===== src/design/fsw_pkg.sv =====
`timescale 1ns / 1ps
// Shared types and constants of the fade sequencer watchdog.
package fsw_pkg;

    localparam logic [2:0] PH_IDLE     = 3'd0;
    localparam logic [2:0] PH_FADE_IN  = 3'd1;
    localparam logic [2:0] PH_HOLD     = 3'd2;
    localparam logic [2:0] PH_FADE_OUT = 3'd3;
    localparam logic [2:0] PH_DONE     = 3'd4;

    localparam logic [2:0] ST_RUN      = 3'd0;
    localparam logic [2:0] ST_COMPLETE = 3'd1;
    localparam logic [2:0] ST_STALL    = 3'd2;
    localparam logic [2:0] ST_BUDGET   = 3'd3;
    localparam logic [2:0] ST_IGNORED  = 3'd4;

    localparam logic OP_START  = 1'b0;
    localparam logic OP_SAMPLE = 1'b1;

    localparam logic [2:0] CFG_FADE_MS    = 3'd0;
    localparam logic [2:0] CFG_HOLD_MS    = 3'd1;
    localparam logic [2:0] CFG_BUDGET_MS  = 3'd2;
    localparam logic [2:0] CFG_STALL_LIM  = 3'd3;
    localparam logic [2:0] CFG_ITER_LIM   = 3'd4;
    localparam logic [2:0] CFG_RENDER_LIM = 3'd5;

    localparam logic [15:0] RST_FADE_MS    = 16'd500;
    localparam logic [15:0] RST_HOLD_MS    = 16'd2000;
    localparam logic [19:0] RST_BUDGET_MS  = 20'd10000;
    localparam logic [19:0] RST_STALL_LIM  = 20'd20000;
    localparam logic [23:0] RST_ITER_LIM   = 24'd10000000;
    localparam logic [7:0]  RST_RENDER_LIM = 8'd32;

    localparam int unsigned DEGRADE_MIN_MS = 10000;
    localparam logic [3:0]  LEVEL_FULL     = 4'd10;

    typedef struct packed {
        logic       load;
        logic       samp;
        logic       te;
        logic       elap;
        logic       check;
        logic       prep;
        logic       div;
        logic [1:0] div_idx;
        logic       commit;
    } cmd_t;

    typedef struct packed {
        logic op_sample;
        logic running;
        logic skip_div;
    } stat_t;

    typedef struct packed {
        logic [6:0] opa;
        logic       draw;
        logic       clr;
        logic [2:0] phase;
        logic [2:0] status;
    } res_t;

endpackage


===== src/design/fsw_ctrl.sv =====
`timescale 1ns / 1ps
// Sequencing state machine of the fade sequencer watchdog.
module fsw_ctrl (
    input  logic           clk,
    input  logic           rst_n,
    input  logic           in_valid,
    output logic           in_ready,
    output logic           out_valid,
    input  logic           out_ready,
    input  fsw_pkg::stat_t stat,
    output fsw_pkg::cmd_t  cmd
);
    import fsw_pkg::*;

    localparam logic [3:0] S_IDLE   = 4'd0;
    localparam logic [3:0] S_DECODE = 4'd1;
    localparam logic [3:0] S_SAMP   = 4'd2;
    localparam logic [3:0] S_TE     = 4'd3;
    localparam logic [3:0] S_ELAP   = 4'd4;
    localparam logic [3:0] S_CHECK  = 4'd5;
    localparam logic [3:0] S_PREP   = 4'd6;
    localparam logic [3:0] S_DIV    = 4'd7;
    localparam logic [3:0] S_FIN    = 4'd8;

    logic [3:0] state_reg, state_next;
    logic [1:0] cnt_reg, cnt_next;
    logic       out_valid_reg, out_valid_next;
    logic       slot_free;

    assign slot_free = !out_valid_reg || out_ready;
    assign in_ready  = (state_reg == S_IDLE);
    assign out_valid = out_valid_reg;

    always_comb
    begin
        state_next     = state_reg;
        cnt_next       = cnt_reg;
        out_valid_next = out_valid_reg && !out_ready;
        cmd            = '0;
        cmd.div_idx    = cnt_reg;
        unique case (state_reg)
            S_IDLE:
            begin
                cmd.load = in_valid;
                if (in_valid)
                begin
                    state_next = S_DECODE;
                end
            end
            S_DECODE:
            begin
                state_next = (stat.op_sample && stat.running) ? S_SAMP : S_FIN;
            end
            S_SAMP:
            begin
                cmd.samp   = 1'b1;
                state_next = S_TE;
            end
            S_TE:
            begin
                cmd.te     = 1'b1;
                state_next = S_ELAP;
            end
            S_ELAP:
            begin
                cmd.elap   = 1'b1;
                state_next = S_CHECK;
            end
            S_CHECK:
            begin
                cmd.check  = 1'b1;
                state_next = S_PREP;
            end
            S_PREP:
            begin
                cmd.prep   = 1'b1;
                cnt_next   = 2'd3;
                state_next = stat.skip_div ? S_FIN : S_DIV;
            end
            S_DIV:
            begin
                cmd.div  = 1'b1;
                cnt_next = cnt_reg - 2'd1;
                if (cnt_reg == 2'd0)
                begin
                    state_next = S_FIN;
                end
            end
            S_FIN:
            begin
                if (slot_free)
                begin
                    cmd.commit     = 1'b1;
                    out_valid_next = 1'b1;
                    state_next     = S_IDLE;
                end
            end
            default:
            begin
                state_next = S_IDLE;
            end
        endcase
    end

    always_ff @(posedge clk or negedge rst_n)
    begin
        if (!rst_n)
        begin
            state_reg     <= S_IDLE;
            cnt_reg       <= 2'd0;
            out_valid_reg <= 1'b0;
        end
        else
        begin
            state_reg     <= state_next;
            cnt_reg       <= cnt_next;
            out_valid_reg <= out_valid_next;
        end
    end

endmodule


===== src/design/fsw_datapath.sv =====
`timescale 1ns / 1ps
// Timing, watchdog and opacity datapath of the fade sequencer watchdog.
module fsw_datapath #(
    parameter int TIME_BITS = 48
) (
    input  logic                 clk,
    input  logic                 rst_n,
    input  logic                 cfg_we,
    input  logic [2:0]           cfg_index,
    input  logic [23:0]          cfg_data,
    input  logic                 in_op,
    input  logic [TIME_BITS-1:0] in_now,
    input  logic [TIME_BITS-1:0] in_tc,
    input  logic                 in_ok,
    input  fsw_pkg::cmd_t        cmd,
    output fsw_pkg::stat_t       stat,
    output fsw_pkg::res_t        res
);
    import fsw_pkg::*;

    logic [15:0] fade_ms_reg, hold_ms_reg;
    logic [19:0] budget_reg, stall_lim_reg;
    logic [23:0] iter_lim_reg;
    logic [7:0]  render_lim_reg;

    logic                 op_reg, ok_reg;
    logic [TIME_BITS-1:0] now_reg, tc_reg;

    logic [2:0]           phase_reg;
    logic [TIME_BITS-1:0] clock_start_reg, ticks_start_reg, last_clock_reg, last_tick_reg;
    logic [TIME_BITS-1:0] elapsed_reg, phase_begin_reg, me_reg, te_reg, pe_reg;
    logic [19:0]          stall_reg;
    logic [23:0]          sample_reg;
    logic [7:0]           draw_cnt_reg;
    logic [3:0]           last_lvl_reg;
    logic                 last_valid_reg;
    logic                 budget_abort_reg, stall_abort_reg;
    logic                 pe_ge_fade_reg, pe_ge_hold_reg;
    logic [19:0]          rem_reg;
    logic [3:0]           quot_reg;
    res_t                 res_reg;

    logic [TIME_BITS-1:0] ticks;
    logic                 prog;
    logic [TIME_BITS:0]   me_diff, te_diff, pe_diff;
    logic [15:0]          b_val;
    logic [19:0]          num;
    logic [19:0]          div_sub;
    logic [20:0]          div_diff;
    logic                 running;
    logic                 degraded;
    logic [3:0]           lvl, o_lvl;
    logic                 draw_now, pe_ge;
    logic [6:0]           o_pct;
    res_t                 res_next;

    assign running = (phase_reg == PH_FADE_IN) || (phase_reg == PH_HOLD)
                     || (phase_reg == PH_FADE_OUT);

    assign stat.op_sample = (op_reg == OP_SAMPLE);
    assign stat.running   = running;
    assign stat.skip_div  = budget_abort_reg || stall_abort_reg || (phase_reg == PH_HOLD)
                            || (fade_ms_reg == 16'd0);

    assign ticks   = ok_reg ? tc_reg : last_tick_reg;
    assign prog    = (now_reg > last_clock_reg) || (ticks > last_tick_reg);
    assign me_diff = {1'b0, now_reg} - {1'b0, clock_start_reg};
    assign te_diff = {1'b0, last_tick_reg} - {1'b0, ticks_start_reg};
    assign pe_diff = {1'b0, elapsed_reg} - {1'b0, phase_begin_reg};

    assign b_val = (pe_reg > TIME_BITS'(fade_ms_reg)) ? fade_ms_reg : pe_reg[15:0];
    assign num   = {1'b0, b_val, 3'b000} + {3'b000, b_val, 1'b0};

    assign div_sub  = 20'(fade_ms_reg) << cmd.div_idx;
    assign div_diff = {1'b0, rem_reg} - {1'b0, div_sub};

    assign degraded = (now_reg >= TIME_BITS'(DEGRADE_MIN_MS))
                      && (tc_reg < (now_reg >> 2));

    assign lvl      = (fade_ms_reg == 16'd0) ? LEVEL_FULL : quot_reg;
    assign o_lvl    = (phase_reg == PH_FADE_IN) ? lvl : (LEVEL_FULL - lvl);
    assign draw_now = (phase_reg != PH_HOLD) && (!last_valid_reg || (o_lvl != last_lvl_reg));
    assign pe_ge    = (phase_reg == PH_HOLD) ? pe_ge_hold_reg : pe_ge_fade_reg;
    assign o_pct    = {o_lvl, 3'b000} + {2'b00, o_lvl, 1'b0};

    always_comb
    begin
        res_next        = '0;
        res_next.status = ST_RUN;
        res_next.phase  = phase_reg;
        if (op_reg == OP_START)
        begin
            if (!ok_reg || degraded)
            begin
                res_next.status = ST_BUDGET;
                res_next.phase  = PH_DONE;
            end
            else
            begin
                res_next.clr   = 1'b1;
                res_next.phase = PH_FADE_IN;
            end
        end
        else if (!running)
        begin
            res_next.status = ST_IGNORED;
        end
        else if (budget_abort_reg)
        begin
            res_next.status = ST_BUDGET;
            res_next.phase  = PH_DONE;
        end
        else if (stall_abort_reg)
        begin
            res_next.status = ST_STALL;
            res_next.phase  = PH_DONE;
        end
        else
        begin
            if (draw_now)
            begin
                res_next.draw = 1'b1;
                res_next.opa  = o_pct;
            end
            if (pe_ge)
            begin
                if (phase_reg == PH_FADE_OUT)
                begin
                    res_next.status = ST_COMPLETE;
                    res_next.phase  = PH_DONE;
                end
                else
                begin
                    res_next.phase = phase_reg + 3'd1;
                end
            end
        end
    end

    assign res = res_reg;

    always_ff @(posedge clk or negedge rst_n)
    begin
        if (!rst_n)
        begin
            fade_ms_reg    <= RST_FADE_MS;
            hold_ms_reg    <= RST_HOLD_MS;
            budget_reg     <= RST_BUDGET_MS;
            stall_lim_reg  <= RST_STALL_LIM;
            iter_lim_reg   <= RST_ITER_LIM;
            render_lim_reg <= RST_RENDER_LIM;
        end
        else if (cfg_we)
        begin
            unique case (cfg_index)
                CFG_FADE_MS:    fade_ms_reg    <= cfg_data[15:0];
                CFG_HOLD_MS:    hold_ms_reg    <= cfg_data[15:0];
                CFG_BUDGET_MS:  budget_reg     <= cfg_data[19:0];
                CFG_STALL_LIM:  stall_lim_reg  <= cfg_data[19:0];
                CFG_ITER_LIM:   iter_lim_reg   <= cfg_data[23:0];
                CFG_RENDER_LIM: render_lim_reg <= cfg_data[7:0];
                default:        ;
            endcase
        end
    end

    always_ff @(posedge clk or negedge rst_n)
    begin
        if (!rst_n)
        begin
            op_reg           <= OP_START;
            ok_reg           <= 1'b0;
            now_reg          <= '0;
            tc_reg           <= '0;
            phase_reg        <= PH_IDLE;
            clock_start_reg  <= '0;
            ticks_start_reg  <= '0;
            last_clock_reg   <= '0;
            last_tick_reg    <= '0;
            elapsed_reg      <= '0;
            phase_begin_reg  <= '0;
            me_reg           <= '0;
            te_reg           <= '0;
            pe_reg           <= '0;
            stall_reg        <= '0;
            sample_reg       <= '0;
            draw_cnt_reg     <= '0;
            last_lvl_reg     <= '0;
            last_valid_reg   <= 1'b0;
            budget_abort_reg <= 1'b0;
            stall_abort_reg  <= 1'b0;
            pe_ge_fade_reg   <= 1'b0;
            pe_ge_hold_reg   <= 1'b0;
            rem_reg          <= '0;
            quot_reg         <= '0;
            res_reg          <= '0;
        end
        else
        begin
            if (cmd.load)
            begin
                op_reg           <= in_op;
                ok_reg           <= in_ok;
                now_reg          <= in_now;
                tc_reg           <= in_tc;
                budget_abort_reg <= 1'b0;
                stall_abort_reg  <= 1'b0;
            end
            if (cmd.samp)
            begin
                stall_reg      <= prog ? 20'd0 : (stall_reg + {19'd0, ~&stall_reg});
                sample_reg     <= sample_reg + {23'd0, ~&sample_reg};
                last_clock_reg <= now_reg;
                last_tick_reg  <= ticks;
                me_reg         <= me_diff[TIME_BITS] ? '0 : me_diff[TIME_BITS-1:0];
            end
            if (cmd.te)
            begin
                te_reg <= te_diff[TIME_BITS] ? '0 : te_diff[TIME_BITS-1:0];
            end
            if (cmd.elap)
            begin
                elapsed_reg <= (me_reg > te_reg) ? me_reg : te_reg;
            end
            if (cmd.check)
            begin
                budget_abort_reg <= (elapsed_reg > TIME_BITS'(budget_reg))
                                    || (sample_reg >= iter_lim_reg)
                                    || (draw_cnt_reg >= render_lim_reg);
                stall_abort_reg  <= (stall_reg >= stall_lim_reg);
                pe_reg           <= pe_diff[TIME_BITS] ? '0 : pe_diff[TIME_BITS-1:0];
            end
            if (cmd.prep)
            begin
                pe_ge_fade_reg <= (pe_reg >= TIME_BITS'(fade_ms_reg));
                pe_ge_hold_reg <= (pe_reg >= TIME_BITS'(hold_ms_reg));
                rem_reg        <= num;
                quot_reg       <= '0;
            end
            if (cmd.div)
            begin
                if (!div_diff[20])
                begin
                    rem_reg                <= div_diff[19:0];
                    quot_reg[cmd.div_idx] <= 1'b1;
                end
            end
            if (cmd.commit)
            begin
                res_reg <= res_next;
                if (op_reg == OP_START)
                begin
                    phase_reg       <= res_next.phase;
                    clock_start_reg <= now_reg;
                    last_clock_reg  <= now_reg;
                    ticks_start_reg <= ok_reg ? tc_reg : '0;
                    last_tick_reg   <= ok_reg ? tc_reg : '0;
                    elapsed_reg     <= '0;
                    phase_begin_reg <= '0;
                    stall_reg       <= '0;
                    sample_reg      <= '0;
                    draw_cnt_reg    <= '0;
                    last_lvl_reg    <= '0;
                    last_valid_reg  <= 1'b0;
                end
                else if (running)
                begin
                    phase_reg <= res_next.phase;
                    if (!budget_abort_reg && !stall_abort_reg)
                    begin
                        if (draw_now)
                        begin
                            draw_cnt_reg <= draw_cnt_reg + 8'd1;
                        end
                        if (pe_ge && (phase_reg != PH_FADE_OUT))
                        begin
                            phase_begin_reg <= elapsed_reg;
                            last_lvl_reg    <= '0;
                            last_valid_reg  <= 1'b0;
                        end
                        else if (draw_now)
                        begin
                            last_lvl_reg   <= o_lvl;
                            last_valid_reg <= 1'b1;
                        end
                    end
                end
            end
        end
    end

endmodule


===== src/design/fade_sequencer_watchdog_unit.sv =====
`timescale 1ns / 1ps
// Top level of the fade sequencer watchdog: ports, controller and datapath.
// One result item leaves for every input item. A start item, or a sample that
// arrives while idle or finished, only decodes and finishes; a running sample
// also passes the sample, tick, elapsed, check and prepare steps of the 48-bit
// subtract and compare chain of the elapsed-time path and the four-step
// restoring divider for the opacity level, skipped on an abort, in the hold
// phase or when fade_ms is zero. A waiting result does not block acceptance
// of the next item; the final step of that item holds until the output
// register is free. Write configuration only while no item is in flight.
module fade_sequencer_watchdog_unit #(
    parameter int TIME_BITS = 48,
    localparam int S_TDATA_W = ((2 * TIME_BITS + 1 + 7) / 8) * 8
) (
    input  logic                 clk,
    input  logic                 rst_n,
    input  logic                 s_axis_tvalid,
    output logic                 s_axis_tready,
    input  logic [S_TDATA_W-1:0] s_axis_tdata,  // now_ms, tick_count, tick_source_ok, zeros
    input  logic                 s_axis_tuser,  // operation
    output logic                 m_axis_tvalid,
    input  logic                 m_axis_tready,
    output logic [15:0]          m_axis_tdata,  // status, phase_now, screen_clear, draw,
                                                // opacity, zero
    input  logic                 cfg_valid,
    output logic                 cfg_ready,
    input  logic [2:0]           cfg_index,
    input  logic [23:0]          cfg_data
);
    import fsw_pkg::*;

    cmd_t  cmd;
    stat_t stat;
    res_t  res;

    assign cfg_ready = 1'b1;

    fsw_ctrl u_ctrl (
        .clk       (clk),
        .rst_n     (rst_n),
        .in_valid  (s_axis_tvalid),
        .in_ready  (s_axis_tready),
        .out_valid (m_axis_tvalid),
        .out_ready (m_axis_tready),
        .stat      (stat),
        .cmd       (cmd)
    );

    fsw_datapath #(
        .TIME_BITS (TIME_BITS)
    ) u_datapath (
        .clk       (clk),
        .rst_n     (rst_n),
        .cfg_we    (cfg_valid),
        .cfg_index (cfg_index),
        .cfg_data  (cfg_data),
        .in_op     (s_axis_tuser),
        .in_now    (s_axis_tdata[TIME_BITS-1:0]),
        .in_tc     (s_axis_tdata[2*TIME_BITS-1:TIME_BITS]),
        .in_ok     (s_axis_tdata[2*TIME_BITS]),
        .cmd       (cmd),
        .stat      (stat),
        .res       (res)
    );

    assign m_axis_tdata = {1'b0, res};

`ifndef SYNTHESIS
    a_opacity_range : assert property (@(posedge clk) disable iff (!rst_n)
        m_axis_tvalid |-> (res.opa <= 7'd100))
        else $error("opacity above full scale");

    a_draw_quiet : assert property (@(posedge clk) disable iff (!rst_n)
        (m_axis_tvalid && !res.draw) |-> (res.opa == 7'd0))
        else $error("opacity set without a draw");

    a_clear_start : assert property (@(posedge clk) disable iff (!rst_n)
        (m_axis_tvalid && res.clr) |-> (res.phase == PH_FADE_IN && res.status == ST_RUN))
        else $error("clear screen outside a successful start");

    a_busy_after_accept : assert property (@(posedge clk) disable iff (!rst_n)
        (s_axis_tvalid && s_axis_tready) |=> !s_axis_tready)
        else $error("input taken while an item is in progress");
`endif

endmodule

===== config.mk =====
export PLATFORM = sky130hd
export DESIGN_NAME = fade_sequencer_watchdog_unit
export DESIGN_NICKNAME = d
export VERILOG_FILES = /design/src/design/fsw_pkg.sv /design/src/design/fsw_ctrl.sv /design/src/design/fsw_datapath.sv /design/src/design/fade_sequencer_watchdog_unit.sv
export SDC_FILE = /design/constraint.sdc
export NUM_CORES = 2
export LEC_CHECK = 0
export ABC_AREA = 1
export BUFFER_PORTS_ARGS = -buffer_cell sky130_fd_sc_hd__buf_4
export CAP_MARGIN = 20
export CORE_ASPECT_RATIO = 0.9
export CORE_MARGIN = 2
export CORE_UTILIZATION = 60
export DETAILED_ROUTE_END_ITERATION = 12
export PLACE_DENSITY = 0.75
export SLEW_MARGIN = 30
export SYNTH_ARGS = -nofsm -noshare
export SYNTH_HDL_FRONTEND = slang
export SYNTH_SLANG_ARGS = --single-unit

===== constraint.sdc =====
create_clock -name clk -period 7.4 [get_ports clk]
set_input_delay 1.11 -clock clk [delete_from_list [all_inputs] [get_ports clk]]
set_output_delay 1.11 -clock clk [all_outputs]
set_load 0.02 [all_outputs]

==> flow_summary.ini <==
[yosys]
ys_seq_elements = 743
synth.distinct_cells = 54
yosys_warnings = 0
avgSynthCellArea_um2 = 7.42
synthCells = 6787
ys_seq_area_frac = 0.370
ys.flop_type = dfrtp_1
synth-edff-count = 0
synth_async_sr_flop_share = 1.00
synth.cell_area_um2 = 50300

[die]
io_pins = 156
chipWidth_um = 309
initial_core_util = 0.607
dieArea_um2 = 86200
fp.dieH_um = 279
core_um2 = 83000
fp-row-count = 100

[route]
drc_errors = 0
drt_wl_total_um = 152000
vias = 46400
drtPass1Iterations = 6
wl_per_cell_um = 18.9
ant_nets = 0
drtIter0Drc = 4312
via_per_inst = 5.76

[worst_setup_path]
path_buf_inv = 2
crit_start = u_datapath.fade_ms_reg[7]$_DFFE_PN1P_
cp_common_cell = nand2_1
cp-end-kind = flip-flop
critPathRequiredTime_ps = 7940
critPathKind = reg -> reg
startpoint_type = flip-flop
path_cells = inv_1 -> ha_1 -> nand2_1 -> nor2_1 -> nand2_1 -> nand2_1 -> nand2_1 -> nand3_1 -> nand2_1 -> o21ai_0 -> inv_1 -> fa_1 -> nor3_1 -> nor2_1 -> o21bai_1 -> nand2_1 -> o21ai_0 -> nand2_1 -> nand2_1 -> o21ai_0 -> nand2_1 -> nand2_1
reg2reg_slack_ps = 2810
reg2reg_from = u_datapath.fade_ms_reg[7]$_DFFE_PN1P_
crit_fanout = 31
critPathArrivalTime_ps = 5130
max_stage_delay_ps = 580
slowest_stage = o21ai_0
cp_top_family = simple AND/OR/NAND/NOR gates

[run]
maxCapViolations = 0

[cells_and_area]
nNetsFinal = 7486
multi_input_area_um2 = 27200
final_common_cell = nand2_1
area_growth_pct = 10.2
final_cell_mix = nand2_1 (1365), inv_1 (990), o21ai_0 (738)
fillers = 7271
seq_area_um2 = 18600
final_util = 0.669
drive_above_1_share = 0.0660
finalInstanceArea_um2 = 55500

[global_routing]
antenna_found_initial = 6
grt_pass1_vias = 43500
grt_max_degree = 239
grt_pass1_wl_um = 239000
grtUsageTotal = 0.352
grt.overflow.total = 0

[cts]
clock_sinks = 743
cts_setup_buffers = 0
cts_resized = 0
clock_latency_ps = 660
htree_levels = 3
ctsHoldBuffers = 0
numCtsBuffers = 83
cts_root_buffer = clkbuf_16
cts.clk_slew.worst_paths_ps = 60
clk_path_buf_depth = 3
tritoncts = built

[placement]
routabilityCongestion = 0.994
hpwl_um = 117000
dpl_cell_area_um2 = 52400
io_buffers = 145

[timing]
hold_violations = 0
min_period_over_period = 0.621
min_period_ps = 4590
rsz0062_at_grt = no
setup-tns-final_ps = 0
worst_pin_slew_ps = 1030
max_freq_ghz = 0.218
timing.hold.ws_ps = 481
relSlewSlack = 0.316
finClkSkew_ps = 28.3
setup_viol = 0
slew_viol_final = 0

[outcome]
status = finished clean

[hold_path]
hold_path_class = in -> async
==> through the flow <==
step | setup slack [ps] | cells
2_1_floorplan | 3590 | 6788
3_3_place_gp | 2910 | 7893
3_5_place_dp | 2800 | 7893
4_1_cts | 2750 | 8043
5_1_grt | 2220 | 8045
6_report | 2810 | 8047
==> per-layer routing <==
layer | wire length [µm] | vias up | GRT usage | part of all wire
met5 | 0 | - | 0 | 0
met4 | 6440 | 0 | 0.136 | 0.042
met3 | 12400 | 292 | 0.0516 | 0.081
met2 | 65800 | 1732 | 0.535 | 0.43
met1 | 67400 | 21800 | 0.506 | 0.44
li1 | - | 22500 | - | -
==> cells in the mapped netlist (3+ instances only) <==
cell      count  area, µm²
a21boi_0      8       60.1
a21boi_1      5       37.5
a21o_1       18        135
a21oi_1     475       2380
a31oi_1      34        213
and3_1        3       18.8
buf_1        19       71.3
buf_2        30        150
buf_4         9       67.6
clkbuf_1    140        526
dfrtp_1     712      17800
dfstp_2      31        815
fa_1          6        120
ha_1        486       6080
inv_1       990       3720
inv_2        13       48.8
mux2_2       49        552
mux2i_1      11        110
nand2_1    1370       5140
nand2_2       4       25.0
nand3_1     416       2080
nand3b_1     26        195
nand4_1      73        457
nor2_1      631       2370
nor2_2        3       18.8
nor3_1       59        295
nor3_2        4       40.0
nor4_1       43        269
o211ai_1     12       90.1
o21a_1       26        195
o21ai_0     738       3690
o21ai_1      40        200
o21bai_1     35        263
o221ai_1      4       35.0
o22ai_1      73        457
o311ai_0      5       43.8
o31ai_1       6       45.0
or2_2        17        106
xnor2_1      86        753
xor2_1       58        508
==> final timing paths <==
path	endpoint	cells after the start
worst max-delay path	u_datapath.rem_reg[15]$_DFF_PN0_	22
worst min-delay path	u_datapath.phase_begin_reg[41]$_DFFE_PN0P_	1
worst max register to register	u_datapath.rem_reg[15]$_DFF_PN0_	22
worst min register to register	u_datapath.pe_reg[38]$_DFFE_PN0P_	2
max in group asynchronous	u_datapath.tc_reg[8]$_DFFE_PN0P_	3
min in group clk	u_datapath.pe_reg[38]$_DFFE_PN0P_	2
==> cells by family after synthesis <==
group / Yosys count / synth area share
compound gates: 1488 / 0.157
xor+xnor: 144 / 0.0251
fa+ha+maj: 492 / 0.123
buf+inv: 1203 / 0.0911
flops: 743 / 0.370
mux: 60 / 0.0131
other cells: 2 / 0.000149
simple gates: 2655 / 0.220
==> area by class of cell <==
cell class	count	share of cell area
multi-input cells	4842	0.490
flip-flops and latches	743	0.336
inverters	1005	0.0680
clock buffers	106	0.0414
repair buffers	182	0.0262
well taps	1122	0.0253
clock inverters	44	0.0130
diodes	3	0.000135
Power is not shown: default switching activity piles up to over one toggle a cycle in this logic, so the estimate is an artifact.
